## config.mk

```make
export PLATFORM = sky130hd
export DESIGN_NAME = char_set_scan_first_last_unit
export DESIGN_NICKNAME = d
export VERILOG_FILES = /design/src/rtl/cssfl_pkg.sv /design/src/rtl/cssfl_front.sv /design/src/rtl/cssfl_back.sv /design/src/rtl/char_set_scan_first_last_unit.sv
export SDC_FILE = /design/constraint.sdc
export NUM_CORES = 1
export LEC_CHECK = 0
export BUFFER_PORTS_ARGS = -buffer_cell sky130_fd_sc_hd__buf_2
export CAP_MARGIN = 15
export CORE_MARGIN = 8
export CORE_UTILIZATION = 50
export CTS_BUF_LIST = sky130_fd_sc_hd__clkbuf_8
export CTS_CLUSTER_DIAMETER = 60
export DETAILED_ROUTE_END_ITERATION = 7
export HOLD_SLACK_MARGIN = 0.1
export PLACE_DENSITY = 0.73
export SKIP_LAST_GASP = 1
export SLEW_MARGIN = 20
export SYNTH_ARGS = -nofsm -noshare
export SYNTH_HDL_FRONTEND = slang
export SYNTH_SLANG_ARGS = --single-unit
```

## constraint.sdc

```tcl
create_clock -name clk -period 12.53 [get_ports clk]
set_input_delay 0.6265 -clock clk [delete_from_list [all_inputs] [get_ports clk]]
set_output_delay 0.6265 -clock clk [all_outputs]
set_load 0.01 [all_outputs]
```

## src/rtl/cssfl_pkg.sv

```systemverilog
// ----------------------------------------------------------------------------
// cssfl_pkg
// Shared types and constants for the character-set scanner: word formats of
// both channels, request codes, configuration indexes and the queue entry.
// ----------------------------------------------------------------------------
package cssfl_pkg;

	// Request codes as they arrive on the input channel
	localparam logic [2:0] REQ_CLEAR = 3'd0;
	localparam logic [2:0] REQ_ADD   = 3'd1;
	localparam logic [2:0] REQ_SCAN  = 3'd2;
	localparam logic [2:0] REQ_END   = 3'd3;
	localparam logic [2:0] REQ_QUERY = 3'd4;

	// Configuration register indexes
	localparam logic CFG_SCAN_FROM_END = 1'b0;
	localparam logic CFG_INVERT_MATCH  = 1'b1;

	// Highest code held in the bitmap
	localparam int LOW_LIMIT = 255;

	// Entries in the queue between front and back
	localparam int QUEUE_DEPTH = 2;

	typedef struct packed {
		logic [2:0]  req_type;
		logic [15:0] char_code;
	} in_word_t;

	typedef struct packed {
		logic signed [16:0] match_index;
		logic               is_member;
		logic               set_overflow;
	} out_word_t;

	// Decoded operation carried to the back end
	typedef enum logic [2:0] {
		OP_CLEAR,
		OP_ADD,
		OP_SCAN,
		OP_END,
		OP_QUERY
	} op_t;

	typedef struct packed {
		op_t         op;
		logic [15:0] code;
	} q_entry_t;

	// Head of the queue as seen by the back end
	typedef struct packed {
		logic     valid;
		q_entry_t entry;
	} q_head_t;

endpackage

```

## src/rtl/cssfl_front.sv

```systemverilog
// ----------------------------------------------------------------------------
// cssfl_front
// Accepts input words, decodes the request type and queues the decoded
// operation for the back end. Unknown requests are taken and dropped.
// ----------------------------------------------------------------------------
module cssfl_front
	import cssfl_pkg::*;
(
	input  logic     clk,
	input  logic     arst_n,
	input  logic     in_valid,
	output logic     in_stall,
	input  in_word_t in_word,
	output q_head_t  head,
	input  logic     pop
);

	localparam int PTR_W = (QUEUE_DEPTH > 1) ? $clog2(QUEUE_DEPTH) : 1;
	localparam int CNT_W = $clog2(QUEUE_DEPTH + 1);

	q_entry_t           queue_q [QUEUE_DEPTH];
	logic [PTR_W-1:0]   wr_ptr_q;
	logic [PTR_W-1:0]   rd_ptr_q;
	logic [CNT_W-1:0]   count_q;

	q_entry_t           dec_entry;
	logic               dec_known;
	logic               push;
	logic               do_pop;

	// Request decode
	always_comb begin
		dec_entry.code = in_word.char_code;
		dec_entry.op   = OP_CLEAR;
		dec_known      = 1'b1;
		case (in_word.req_type)
			REQ_CLEAR: dec_entry.op = OP_CLEAR;
			REQ_ADD:   dec_entry.op = OP_ADD;
			REQ_SCAN:  dec_entry.op = OP_SCAN;
			REQ_END:   dec_entry.op = OP_END;
			REQ_QUERY: dec_entry.op = OP_QUERY;
			default:   dec_known    = 1'b0;
		endcase
	end

	assign in_stall = (count_q == CNT_W'(QUEUE_DEPTH));
	assign push     = in_valid && !in_stall && dec_known;
	assign do_pop   = pop && (count_q != '0);

	// Queue storage
	always_ff @(posedge clk) begin
		if (push) begin
			queue_q[wr_ptr_q] <= dec_entry;
		end
	end

	// Queue pointers and fill level
	always_ff @(posedge clk or negedge arst_n) begin
		if (!arst_n) begin
			wr_ptr_q <= '0;
			rd_ptr_q <= '0;
			count_q  <= '0;
		end else begin
			if (push) begin
				wr_ptr_q <= (wr_ptr_q == PTR_W'(QUEUE_DEPTH - 1)) ? '0 : wr_ptr_q + 1'b1;
			end
			if (do_pop) begin
				rd_ptr_q <= (rd_ptr_q == PTR_W'(QUEUE_DEPTH - 1)) ? '0 : rd_ptr_q + 1'b1;
			end
			case ({push, do_pop})
				2'b10:   count_q <= count_q + 1'b1;
				2'b01:   count_q <= count_q - 1'b1;
				default: count_q <= count_q;
			endcase
		end
	end

	assign head.valid = (count_q != '0);
	assign head.entry = queue_q[rd_ptr_q];

endmodule

```

## src/rtl/cssfl_back.sv

```systemverilog
// ----------------------------------------------------------------------------
// cssfl_back
// Carries out queued operations on the set and the scan state: bitmap for
// small codes, a parallel-compare table for large ones, scan position and
// hit tracking, and a result register towards the output channel.
// ----------------------------------------------------------------------------
module cssfl_back
	import cssfl_pkg::*;
#(
	parameter int HIGH_ENTRIES = 16,
	parameter int SPAN_MAX     = 65536
)(
	input  logic      clk,
	input  logic      arst_n,
	input  logic      cfg_we,
	input  logic      cfg_index,
	input  logic      cfg_data,
	input  q_head_t   head,
	output logic      pop,
	output logic      out_valid,
	input  logic      out_stall,
	output out_word_t out_word
);

	localparam int CNT_W = $clog2(HIGH_ENTRIES + 1);
	localparam int POS_W = $clog2(SPAN_MAX + 1);
	localparam int HIT_W = $clog2(SPAN_MAX);

	logic                 scan_from_end_q;
	logic                 invert_match_q;
	logic [LOW_LIMIT:0]   low_bitmap_q;
	logic [15:0]          high_table_q [HIGH_ENTRIES];
	logic [CNT_W-1:0]     high_count_q;
	logic [POS_W-1:0]     position_q;
	logic                 hit_seen_q;
	logic [HIT_W-1:0]     hit_position_q;
	logic                 overflow_seen_q;
	logic                 result_valid_q;
	out_word_t            result_q;

	logic                 is_low;
	logic                 in_table;
	logic                 member;
	logic                 needs_out;
	logic                 out_free;
	logic                 add_new;
	logic                 in_span;
	logic                 take_hit;
	q_entry_t             ent;
	out_word_t            result_d;

	assign ent = head.entry;

	// Configuration registers
	always_ff @(posedge clk or negedge arst_n) begin
		if (!arst_n) begin
			scan_from_end_q <= 1'b0;
			invert_match_q  <= 1'b0;
		end else if (cfg_we) begin
			if (cfg_index == CFG_SCAN_FROM_END) begin
				scan_from_end_q <= cfg_data;
			end
			if (cfg_index == CFG_INVERT_MATCH) begin
				invert_match_q <= cfg_data;
			end
		end
	end

	// Membership: bitmap lookup or compare against every filled table entry
	always_comb begin
		in_table = 1'b0;
		for (int i = 0; i < HIGH_ENTRIES; i++) begin
			if ((CNT_W'(i) < high_count_q) && (high_table_q[i] == ent.code)) begin
				in_table = 1'b1;
			end
		end
	end

	assign is_low = (ent.code[15:8] == 8'd0);
	assign member = is_low ? low_bitmap_q[ent.code[7:0]] : in_table;

	// Issue control: result-producing ops wait for the result register
	assign needs_out = (ent.op == OP_END) || (ent.op == OP_QUERY);
	assign out_free  = !result_valid_q || !out_stall;
	assign pop       = head.valid && (!needs_out || out_free);

	assign add_new  = pop && (ent.op == OP_ADD) && !is_low && !in_table;
	assign in_span  = (position_q < POS_W'(SPAN_MAX));
	assign take_hit = (member == !invert_match_q) && (scan_from_end_q || !hit_seen_q);

	// Large-code table, written at the next free slot
	always_ff @(posedge clk) begin
		for (int i = 0; i < HIGH_ENTRIES; i++) begin
			if (add_new && (high_count_q == CNT_W'(i))) begin
				high_table_q[i] <= ent.code;
			end
		end
	end

	// Set and scan state
	always_ff @(posedge clk or negedge arst_n) begin
		if (!arst_n) begin
			low_bitmap_q    <= '0;
			high_count_q    <= '0;
			overflow_seen_q <= 1'b0;
			position_q      <= '0;
			hit_seen_q      <= 1'b0;
			hit_position_q  <= '0;
		end else if (pop) begin
			case (ent.op)
				OP_CLEAR: begin
					low_bitmap_q    <= '0;
					high_count_q    <= '0;
					overflow_seen_q <= 1'b0;
				end
				OP_ADD: begin
					if (is_low) begin
						low_bitmap_q[ent.code[7:0]] <= 1'b1;
					end else if (add_new) begin
						if (high_count_q < CNT_W'(HIGH_ENTRIES)) begin
							high_count_q <= high_count_q + 1'b1;
						end else begin
							overflow_seen_q <= 1'b1;
						end
					end
				end
				OP_SCAN: begin
					if (in_span) begin
						if (take_hit) begin
							hit_position_q <= HIT_W'(position_q);
							hit_seen_q     <= 1'b1;
						end
						position_q <= position_q + 1'b1;
					end
				end
				OP_END: begin
					position_q     <= '0;
					hit_seen_q     <= 1'b0;
					hit_position_q <= '0;
				end
				default: begin
				end
			endcase
		end
	end

	// Result word
	always_comb begin
		result_d.set_overflow = overflow_seen_q;
		if (ent.op == OP_QUERY) begin
			result_d.match_index = '0;
			result_d.is_member   = member;
		end else begin
			result_d.match_index = hit_seen_q ? $signed(17'(hit_position_q)) : -17'sd1;
			result_d.is_member   = 1'b0;
		end
	end

	// Output register
	always_ff @(posedge clk or negedge arst_n) begin
		if (!arst_n) begin
			result_valid_q <= 1'b0;
		end else if (out_free) begin
			result_valid_q <= pop && needs_out;
		end
	end

	always_ff @(posedge clk) begin
		if (pop && needs_out) begin
			result_q <= result_d;
		end
	end

	assign out_valid = result_valid_q;
	assign out_word  = result_q;

endmodule

```

## src/rtl/char_set_scan_first_last_unit.sv

```systemverilog
// ----------------------------------------------------------------------------
// char_set_scan_first_last_unit
// Character-set scanner: set of 16-bit codes, span scan for the first or
// last (non-)member position, and membership queries.
// ----------------------------------------------------------------------------
// One input word is taken every cycle while in_stall is low. A word enters a
// two-entry queue and is carried out by the back end once it is at the head
// of the queue and, for an end-scan or query, the output register is free.
// An end-scan or query result is loaded into the output register at the edge
// on which its word is carried out. The back end does the bitmap lookup and
// the compare against all HIGH_ENTRIES table entries combinationally. The
// output register lets the input keep flowing while a result waits; only when
// results back up does the queue fill and raise in_stall. Configuration must be
// written only while the block is idle; the block does not enforce this.
module char_set_scan_first_last_unit
	import cssfl_pkg::*;
#(
	parameter int HIGH_ENTRIES = 16,
	parameter int SPAN_MAX     = 65536
)(
	input  logic      clk,
	input  logic      arst_n,
	input  logic      cfg_we,
	input  logic      cfg_index,
	input  logic      cfg_data,
	input  logic      in_valid,
	output logic      in_stall,
	input  in_word_t  in_word,
	output logic      out_valid,
	input  logic      out_stall,
	output out_word_t out_word
);

	q_head_t head;
	logic    pop;

	cssfl_front u_front (
		.clk      (clk),
		.arst_n   (arst_n),
		.in_valid (in_valid),
		.in_stall (in_stall),
		.in_word  (in_word),
		.head     (head),
		.pop      (pop)
	);

	cssfl_back #(
		.HIGH_ENTRIES (HIGH_ENTRIES),
		.SPAN_MAX     (SPAN_MAX)
	) u_back (
		.clk       (clk),
		.arst_n    (arst_n),
		.cfg_we    (cfg_we),
		.cfg_index (cfg_index),
		.cfg_data  (cfg_data),
		.head      (head),
		.pop       (pop),
		.out_valid (out_valid),
		.out_stall (out_stall),
		.out_word  (out_word)
	);

	// A result-producing op must not issue over a held result
	a_no_overwrite: assert property (@(posedge clk) disable iff (!arst_n)
		(head.valid && (head.entry.op == OP_END || head.entry.op == OP_QUERY)
			&& out_valid && out_stall) |-> !pop)
		else $error("result op issued while output held");

	// An issued end-scan or query shows up on the output next cycle
	a_result_follows: assert property (@(posedge clk) disable iff (!arst_n)
		(pop && (head.entry.op == OP_END || head.entry.op == OP_QUERY)) |=> out_valid)
		else $error("issued result op gave no result");

	// A fresh result only comes from an issued result op
	a_result_source: assert property (@(posedge clk) disable iff (!arst_n)
		$rose(out_valid) |-> $past(pop && (head.entry.op == OP_END
			|| head.entry.op == OP_QUERY)))
		else $error("result appeared without an issued op");

endmodule
```

# After elaboration in Yosys (flattened, before gate mapping)
# Memories as Yosys holds them, arrays and structs flattened.
# Cells that the tools add are included.
word_totals:
  mem_bits_rw: 294
  wordCells: 304
  in_bits: 26
  out_inout_bits: 21
  memories: 2
  regBits: 322
  mem_bits_ro: 0
  latchBits: 0
mem_list:
  columns: ["name", "words", "width", "rd", "rd_ports_with_merged_regs", "wr", "line", "text"]
  rows:
  - ["u_back.high_table_q", 16, 16, 16, 0, 1, "cssfl_back.sv:32", "logic [15:0] high_table_q [HIGH_ENTRIES];"]
  - ["u_front.queue_q", 2, 19, 1, 0, 1, "cssfl_front.sv:21", "q_entry_t queue_q [QUEUE_DEPTH];"]
classes:
  shifts: 0
  n_eq_ne: 50
  order_cmp: 20
  muxes: 124
  n_reduce_logical: 85
  div: 0
  mul: 0
  bitwise: 2
  add_sub_neg: 6
op_table:
  columns: ["cell", "n"]
  rows:
  - ["256-bit one-hot mux with 2 select lines", 1]
  - ["16-bit two-way mux", 17]
  - ["16-bit equality test", 16]
  - ["256-bit two-way mux", 1]
  - ["256-bit bitwise OR", 1]
  - ["16-bit OR reduction", 15]
  - ["1-bit two-way mux", 76]
  - ["4-bit two-way mux", 15]
  - ["1-bit logical AND", 42]
  - ["5-bit by 4-bit equality test with 1-bit output (second input constant)", 8]
  - ["4-bit by 5-bit < comparator with 1-bit output (first input constant)", 8]
  - ["17-bit two-way mux", 2]
  - ["17-bit one-hot mux with 2 select lines", 1]
  - ["16-bit one-hot mux with 2 select lines", 1]
  - ["5-bit by 3-bit equality test with 1-bit output (second input constant)", 4]
  - ["3-bit by 5-bit < comparator with 1-bit output (first input constant)", 4]
  - ["17-bit by 1-bit adder with 17-bit output (second input constant)", 1]
  - ["17-bit < comparator (second input constant)", 1]
  - ["5-bit two-way mux", 3]
  - ["3-bit by 2-bit equality test with 1-bit output (second input constant)", 4]
  - ["3-bit one-hot mux with 4 select lines", 1]
  - ["5-bit by 2-bit equality test with 1-bit output (second input constant)", 2]
  - ["1-bit by 5-bit < comparator with 1-bit output (first input constant)", 2]
  - ["2-bit by 5-bit < comparator with 1-bit output (first input constant)", 2]
  - ["32 further kinds", 59]

# Logic depth before layout (Yosys ltp)
# Gate-level depths: netlist (run 1).
# An unclocked memory read counts as a cell.
logic_depth:
  ltp_word: 40
  depth_mapped: 16
  depth_no_buf: 11

# Modules after synthesis
# Synthesis (run 1) repeated with hierarchy kept, for this count alone.
hier_totals:
  hier_cells: 2123
  hier_area_um2: 26995.9
modules_own_cells:
  columns: ["mod", "seq_area_each_um2", "cells_each", "n_inst", "area_each_um2"]
  rows:
  - ["cssfl_back", 15740.1, 2042, 1, 25388.1]
  - ["cssfl_front", 1241.2, 81, 1, 1607.8]

# Worst setup path before layout (run 1)
# No wires, ideal clock.
synth_timing:
  path_kind: "reg2reg"
  start: "reg u_front.rd_ptr_q"
  end: "mem u_back.high_table_q[9][0], in the netlist u_back.high_table_q[1][16] (enable)"
  setup_ns: 0.430
  required_time_ns: 12.100
  arrival_time_ns: 4.422
  path_buffers: 3
  stages_incl_launch_ff: 14
  period_less_slack_ns: 4.853
  setup_slack_ns: 7.677
  path_cell_list: "dfrtp_1 > buf_4 > buf_6 > mux2i_4 > buf_4 > xnor2_1 > or4_1 > nor4_1 > and4_1 > nor4_1 > nand4_1 > nor2_1 > nand2_1 > nor4_1"
synth_via:
  elab_chain_cells: 40
  word_cells_on_any_way: 155
  cone_classes: "19 x eq/ne; 78 x mux; 57 x reduce/logical; 1 x memory"
synth_lines:
  columns: ["element", "line", "text"]
  rows:
  - ["from (decl)", "cssfl_front.sv:23", "logic [PTR_W-1:0] rd_ptr_q;"]
  - ["from (signal assigned)", "cssfl_front.sv:68", "rd_ptr_q <= (rd_ptr_q == PTR_W'(QUEUE_DEPTH - 1)) ? '0 : rd_ptr_q + 1'b1;"]
  - ["memory read 2 x 19 bit (*)", null, null]
  - ["16-bit equality test", "cssfl_back.sv:73", "if ((CNT_W'(i) < high_count_q) && (high_table_q[i] == ent.code)) begin"]
  - ["1-bit logical AND", "cssfl_back.sv:73", null]
  - ["1-bit two-way mux (16 in series)", "cssfl_back.sv:73", null]
  - ["1-bit zero test", "cssfl_back.sv:87", "assign add_new = pop && (ent.op == OP_ADD) && !is_low && !in_table;"]
  - ["1-bit logical AND (*)", "cssfl_back.sv:87", null]
  - ["1-bit logical AND", "cssfl_back.sv:94", "if (add_new && (high_count_q == CNT_W'(i))) begin"]
  - ["1-bit two-way mux", "cssfl_back.sv:94", null]
  - ["1-bit two-way mux (implied by the code)", "cssfl_back.sv:95", "high_table_q[i] <= ent.code;"]
  - ["16-bit OR reduction (no line)", null, null]
  - ["4-bit two-way mux (no line) / 1-bit two-way mux (equally long branches) (15 in series)", null, null]
  - ["to (decl)", "cssfl_back.sv:32", null]
# Mark *: on every way between the ends. The rest lies on a longest branch, timed or not.

==> run metrics, run 1 <==
Pleak 0.01184 uW; sequential area share after synthesis 61.78%; WL final 73890 microns; RSZ-0062 raised after global routing no; critical path's largest stage delay 0.93 ns; Num CTS Buffers 95; Tcrit/Tclk final 50.57%; largest net degree at the start of global routing 170; Yosys warning count 0; final core occ 55.81%; chip width 250.5 microns; CTS tree yes; ys async rst share 49.19%; max-cap viol count 0; critical path type reg2reg; crit path time final 6.336 ns; initial antenna violation count 0; number of global-route vias before repair 19802; via/cell ratio 6.169; CTS root buffer clkbuf_8; Critical Path AT 6.93 ns; CP max stage cell nor4bb_1; IO buf count 46; startpoint types flip-flop; Sink Count 616; I/O pin cnt 47; Clock power frac 27.6%; H-tree depth 3; Fill cells 4411; FP Rows 86; Slew HR 22.24%; Hold Path Class in2reg; largest cells by area after synthesis edfxtp_1 34%, dfrtp_1 28%, xnor2_1 8.3%, a21oi_1 5.0%, nor2_1 4.7%; DP HPWL 44300 microns; area leader, netlist edfxtp_1; worst endpoint required time 13.13 ns; Final Hold Viols 0; Primary FF master, synth edfxtp_1; DR iter-0 viols 2302; cell area after synthesis 27490 sq um; CTS clock-pin slew for the worst setup and hold paths 0.06 ns; Peak VDD IR 0.1470 mV; area grow syn2layout 11.20%; CORE AREA 54770 sq um; drc violations 0; later-pin clock latency in the skew report 0.68 ns; Net Switching 2177 uW; # Post-CTS Setup Buffers 0; DR pass1 iterations 6; Antenna Nets Post-Route 0; average size of a mapped cell 11.61 sq um; Slew Viols, Final 0; Int Power 3792 uW; Worst Skew 0.02558 ns; Crit path top cell by count buf_4; worst-path maximum fanout 33; layout cell share with drive strength beyond 1 12.81%; Crit. End Element flip-flop; Setup WS pre-CTS 6.384 ns; ANT cells 0; status complete, no violations; syn nets 2399; top-area cell type share of the netlist area 34.20%; chip height 250.5 microns; DR vias 19752; flops & latches, synth 616; Initial Util 50.19%; RePlAce Congestion 0.8988; grt total ovfl 0; Die ar. 62730 sq um; Comb power frac 30.6%; setup TNS 0 ns; fin worst setup slack 6.194 ns; cells after synthesis 2368; clock buffer depth 3; first-pass GRT wire length 114200 microns; Yosys cell types 69; Post-synth EDFFs 313; number of nets in the layout 2453; Switching Fraction 36.48%; Seq pwr share 41.8%; Tot GR Track Use 23.16%; final setup fails 0; Worst-Margin Slew 1.162 ns; DR WL/cell 23.08 microns; Cell Chain, Critical Path buf_4 -> mux2i_4 -> buf_4 -> inv_1 -> a211oi_1 -> nand2_1 -> nor4_1 -> o22ai_1 -> nor4bb_1 -> o21ai_1 -> a41oi_2 -> a22o_1; highest clock rate 157.8 MHz; power per cell area 195.3 nW/um^2
-- stage by stage --
step	total power (uW)	instance area, sq um	std cells	hold slack, ns
2_1_floorplan	3683	27490	2368	0.3309
3_3_place_gp	4267	28580	3027	0.4702
3_5_place_dp	4315	28590	3027	0.4807
4_1_cts	5953	30480	3201	0.1072
5_1_grt	6200	30570	3202	0.1089
6_report	5969	30570	3202	0.1409
-- worst paths after layout --
| check | depth (start not counted) | startpoint | slack (ns) | endpoint |
|---|---|---|---|---|
| worst max register to register | 12 | u_front.rd_ptr_q | 6.19 | u_back.hit_position_q[13] |
| worst min-delay path | 1 | in_word[5] | 0.14 | u_front.queue_q[1][5] |
| worst min register to register | 2 | u_back.low_bitmap_q[45] | 0.49 | u_back.low_bitmap_q[45] |
| worst max-delay path | 12 | u_front.rd_ptr_q | 6.19 | u_back.hit_position_q[13] |
| min in group asynchronous | 2 | arst_n | 0.50 | u_back.low_bitmap_q[47] |
| max in group asynchronous | 3 | arst_n | 10.71 | u_back.low_bitmap_q[27] |
-- cells by family (layout without fill, tap and decap cells) --
logic type | Yosys count | count (layout) | share of synthesized area (%)
mux | 82 | 82 | 4.470
fa+ha+maj | 5 | 5 | 0.2276
simple gates | 780 | 780 | 12.79
xor+xnor | 271 | 271 | 8.635
flops | 616 | 616 | 61.78
buf+inv | 188 | 318 | 2.954
compound gates | 426 | 426 | 9.145
-- cells in the final DEF (no fill, tap or decap), types with 6 or more instances in the layout --
cell / count
nor2_1: 333
edfxtp_1: 313
dfrtp_1: 302
a21oi_1: 277
xnor2_1: 261
nand2_1: 167
clkbuf_8: 118
nor4_1: 84
inv_1: 70
nand3_1: 66
buf_4: 51
buf_2: 45
mux2i_1: 36
a31oi_1: 30
nand4_1: 26
mux4_2: 26
nor3_1: 21
mux2i_4: 16
a22o_1: 16
o21ai_0: 14
o22ai_1: 14
nor2_2: 13
xor2_1: 10
clkinv_2: 10
clkinv_1: 9
a211oi_1: 9
a22oi_1: 9
and3_1: 9
or3_1: 8
a311oi_1: 8
nand2b_1: 7
and2_1: 7
nor3_2: 7
nor2b_1: 6
and3b_1: 6
-- synth_stat cells, types with 10 or more instances --
library cell  number
xnor2_1          261
mux2i_1           43
a21oi_1          277
buf_2             46
o22ai_1           14
a31oi_1           30
and3_1            10
nand4_1           26
edfxtp_1         313
inv_1             37
nor2_1           346
nor3_1            31
o21ai_0           14
mux4_2            26
nand2_1          167
clkbuf_1          80
a22o_1            16
nor4_1            85
dfrtp_1          303
xor2_1            10
nand3_1           66
-- state kept, by name (all words and copies together), names as in the netlist, 2 cells and up --
name                   flops
u_back.high_count_q        5
u_back.position_q         17
u_front.count_q            2
u_front.queue_q           38
u_back.low_bitmap_q      256
u_back.hit_position_q     16
u_back.out_word           19
u_back.high_table_q      256
-- area by class of cell --
cell class	count	area (sq um)	share of cell area, %
Sequential cell	616	16980	55.56
Multi-Input combinational cell	1564	9962	32.59
Clock buffer	118	1624	5.313
Tap cell	704	880.8	2.882
Timing Repair Buffer	101	691.9	2.264
Clock inverter	55	256.5	0.8392
Inverter	44	167.7	0.5485
-- per-layer routing --
| metal | wire [microns] | vias up | global-route usage, % |
|---|---|---|---|
| met5 | 0 | - | 0 |
| met3 | 6903 | 219 | 4.571 |
| li1 | - | 8592 | - |
| met1 | 29300 | 9817 | 30.62 |
| met2 | 35140 | 1124 | 37.61 |
| met4 | 2554 | 0 | 9.012 |
-- what timing repair did --
item                                   in CTS  in global routing
hold buffers                                1                  0
resized for setup                           0                  0
endpoints found under the hold margin      13                  0
-- power by group through the flow --
| stage | Clock [uW] | Combinational, uW | Sequential, uW |
|---|---|---|---|
| after detailed placement | 0 | 1790 | 2530 |
| after floorplan | 0 | 1200 | 2480 |
| after global placement | 0 | 1750 | 2520 |
| after global routing | 1750 | 1940 | 2510 |
| final | 1650 | 1830 | 2490 |
| after CTS | 1670 | 1800 | 2490 |
-- worst max-delay path: cells and delay by family, from the launching register on --
family                 cells  cell delay (ns)
AOI/OAI and AO/OA          5             2.12
and+or+nand+nor            3             1.57
buffers and inverters      3             1.54
muxes                      1             0.32
DFF                        1             0.67
Power figures use the tool's default switching activity.
==> run 2: changes to the inputs <==
==> constraint.sdc (replaced) <==
create_clock -name clk -period 6.1 [get_ports clk]
set_input_delay 0.305 -clock clk [delete_from_list [all_inputs] [get_ports clk]]
set_output_delay 0.305 -clock clk [all_outputs]
set_load 0.01 [all_outputs]
==> run metrics, run 2 (synthesis gave the netlist of run 1 again) <==
highest clock rate 184.6 MHz; crit path time final 5.417 ns; crit path from u_front.rd_ptr_q; chip height 250.5 microns; grt total ovfl 0; Sequential Area 16980 sq um; later-pin clock latency in the skew report 0.69 ns; power per cell area 401.2 nW/um^2; CORE AREA 54770 sq um; Crit path top cell by count buf_4; Cell Chain, Critical Path buf_4 -> mux2i_4 -> inv_4 -> buf_4 -> mux2i_1 -> a221oi_1 -> o21ai_0 -> nand3_1 -> o22ai_1 -> nor4bb_1 -> buf_4 -> o21ai_1 -> a41oi_2 -> a22o_1; setup TNS 0 ns; Slew HR 24.22%; top flop regs u_back.high_table_q x256, u_back.low_bitmap_q x256, u_front.queue_q x38; drc violations 0; Pleak 0.01210 uW; Sink Count 616; final setup fails 0; I/O pin cnt 47; Comb power frac 31.2%; Crit. End Element flip-flop; Seq pwr share 41.4%; CTS root buffer clkbuf_8; RePlAce Congestion 0.9442; Net Switching 4560 uW; critical path's largest stage delay 1.07 ns; CTS clock-pin slew for the worst setup and hold paths 0.07 ns; CTS tree yes; layout cell share with drive strength beyond 1 13.68%; Int Power 7897 uW; most frequent cells in the layout 337 x nor2_1, 313 x edfxtp_1, 302 x dfrtp_1, 277 x a21oi_1, 261 x xnor2_1; Worst-Margin Slew 1.113 ns; RSZ-0062 raised after global routing no; DR iter-0 viols 2274; area of the multi-input gates 9912 sq um; number of global-route vias before repair 19944; Clock power frac 27.4%; CP max stage cell dfrtp_2; DR vias 20068; status complete, no violations; post-CTS sizing 0; Worst Skew 0.02858 ns; Slew Viols, Final 0; worst-path maximum fanout 57; first-pass GRT wire length 115900 microns; FP Rows 86; Tcrit/Tclk final 88.80%; crit path to u_back.hit_position_q[10]; H-tree depth 3; Num CTS Buffers 96; Worst path depth 14; Fill cells 4364; CP top delay family compound AO/OA/AOI/OAI gates; CP bufs+invs 4; DR WL/cell 23.10 microns; Hold Path Class in2async; startpoint types flip-flop; via/cell ratio 6.148; Die ar. 62730 sq um; initial antenna violation count 1; max-cap viol count 0; Peak VDD IR 0.2944 mV; # Post-CTS Setup Buffers 0; area grow syn2layout 12.97%; # hold bufs at CTS 27; largest net degree at the start of global routing 186; Critical Path AT 6.02 ns; chip width 250.5 microns; WL final 75400 microns; Min Hold Slack 0.2618 ns; Tot GR Track Use 23.65%; Antenna Nets Post-Route 0; clock buffer depth 3; FF-to-FF Start u_front.rd_ptr_q; Switching Fraction 36.60%; critical path type reg2reg; DR pass1 iterations 8; Initial Util 50.19%; number of nets in the layout 2514; R2R Setup Slk 0.68 ns; worst endpoint required time 6.71 ns; most common cell after layout, fill and taps aside nor2_1; R2R depth 14; DP HPWL 46190 microns; Final Hold Viols 0; IO buf count 46; reg-to-reg endpoint u_back.hit_position_q[10]
## run 2: worst min-delay path by stage
stage	slack, ns	depth (start not counted)	startpoint	endpoint
floorplan	0.009	0	arst_n	u_back.high_count_q[0]
global placement	0.44	1	arst_n	u_back.low_bitmap_q[199]
detailed placement	0.46	1	arst_n	u_back.low_bitmap_q[197]
CTS	0.30	2	arst_n	u_back.low_bitmap_q[253]
global route	0.33	2	in_word[14]	u_front.queue_q[0][14]
finish	0.26	2	arst_n	u_back.low_bitmap_q[199]
## run 2: cell type report
cell class                 count  share of cell area [%]
clock buffer                 116                   5.142
timing repair buffer         161                   3.892
antenna                        1                0.008059
tap                          704                   2.837
multi-input combinational   1564                   31.92
inverter                      44                  0.5400
clock inverter                58                  0.9671
sequential                   616                   54.69
## run 2: worst reg2reg max path: stages, from the launching register on
cell and delay, ns:
dfrtp_2 1.07, buf_4 0.35, mux2i_4 0.11, inv_4 0.58, buf_4 0.36, mux2i_1 0.11
a221oi_1 0.40, o21ai_0 0.23, nand3_1 0.15, o22ai_1 0.10, nor4bb_1 0.66, buf_4 0.25
o21ai_1 0.09, a41oi_2 0.64, a22o_1 0.25
## run 2: per-stage QoR
step	area [sq um]	util (%)	worst slack (ns)	power [uW]	std cells
final	31050	56.69	0.6831	12460	3264
after global routing	31050	56.69	0.5002	12920	3264
after CTS	31030	56.66	0.7666	12420	3263
after detailed placement	28860	52.70	0.7974	9018	3062
after global placement	28860	52.70	0.9354	8954	3062
after floorplan	27490	-	1.247	7564	2368
## run 2: power groups by stage
stage | combinational [uW] | clock [uW] | sequential [uW]
2_1_floorplan | 2470 | 0 | 5090
3_3_place_gp | 3740 | 0 | 5210
3_5_place_dp | 3790 | 0 | 5230
4_1_cts | 3820 | 3450 | 5150
5_1_grt | 4100 | 3630 | 5180
6_report | 3890 | 3410 | 5160
## run 2: per-layer routing
layer	up-vias	GRT usage [%]	wire, microns	share of wire, %
met5	-	0	0	0
met4	0	9.794	3031	4.0
met3	261	5.048	6937	9.2
met2	1080	38.55	36250	48
met1	10014	30.65	29180	39
li1	8713	-	-	-
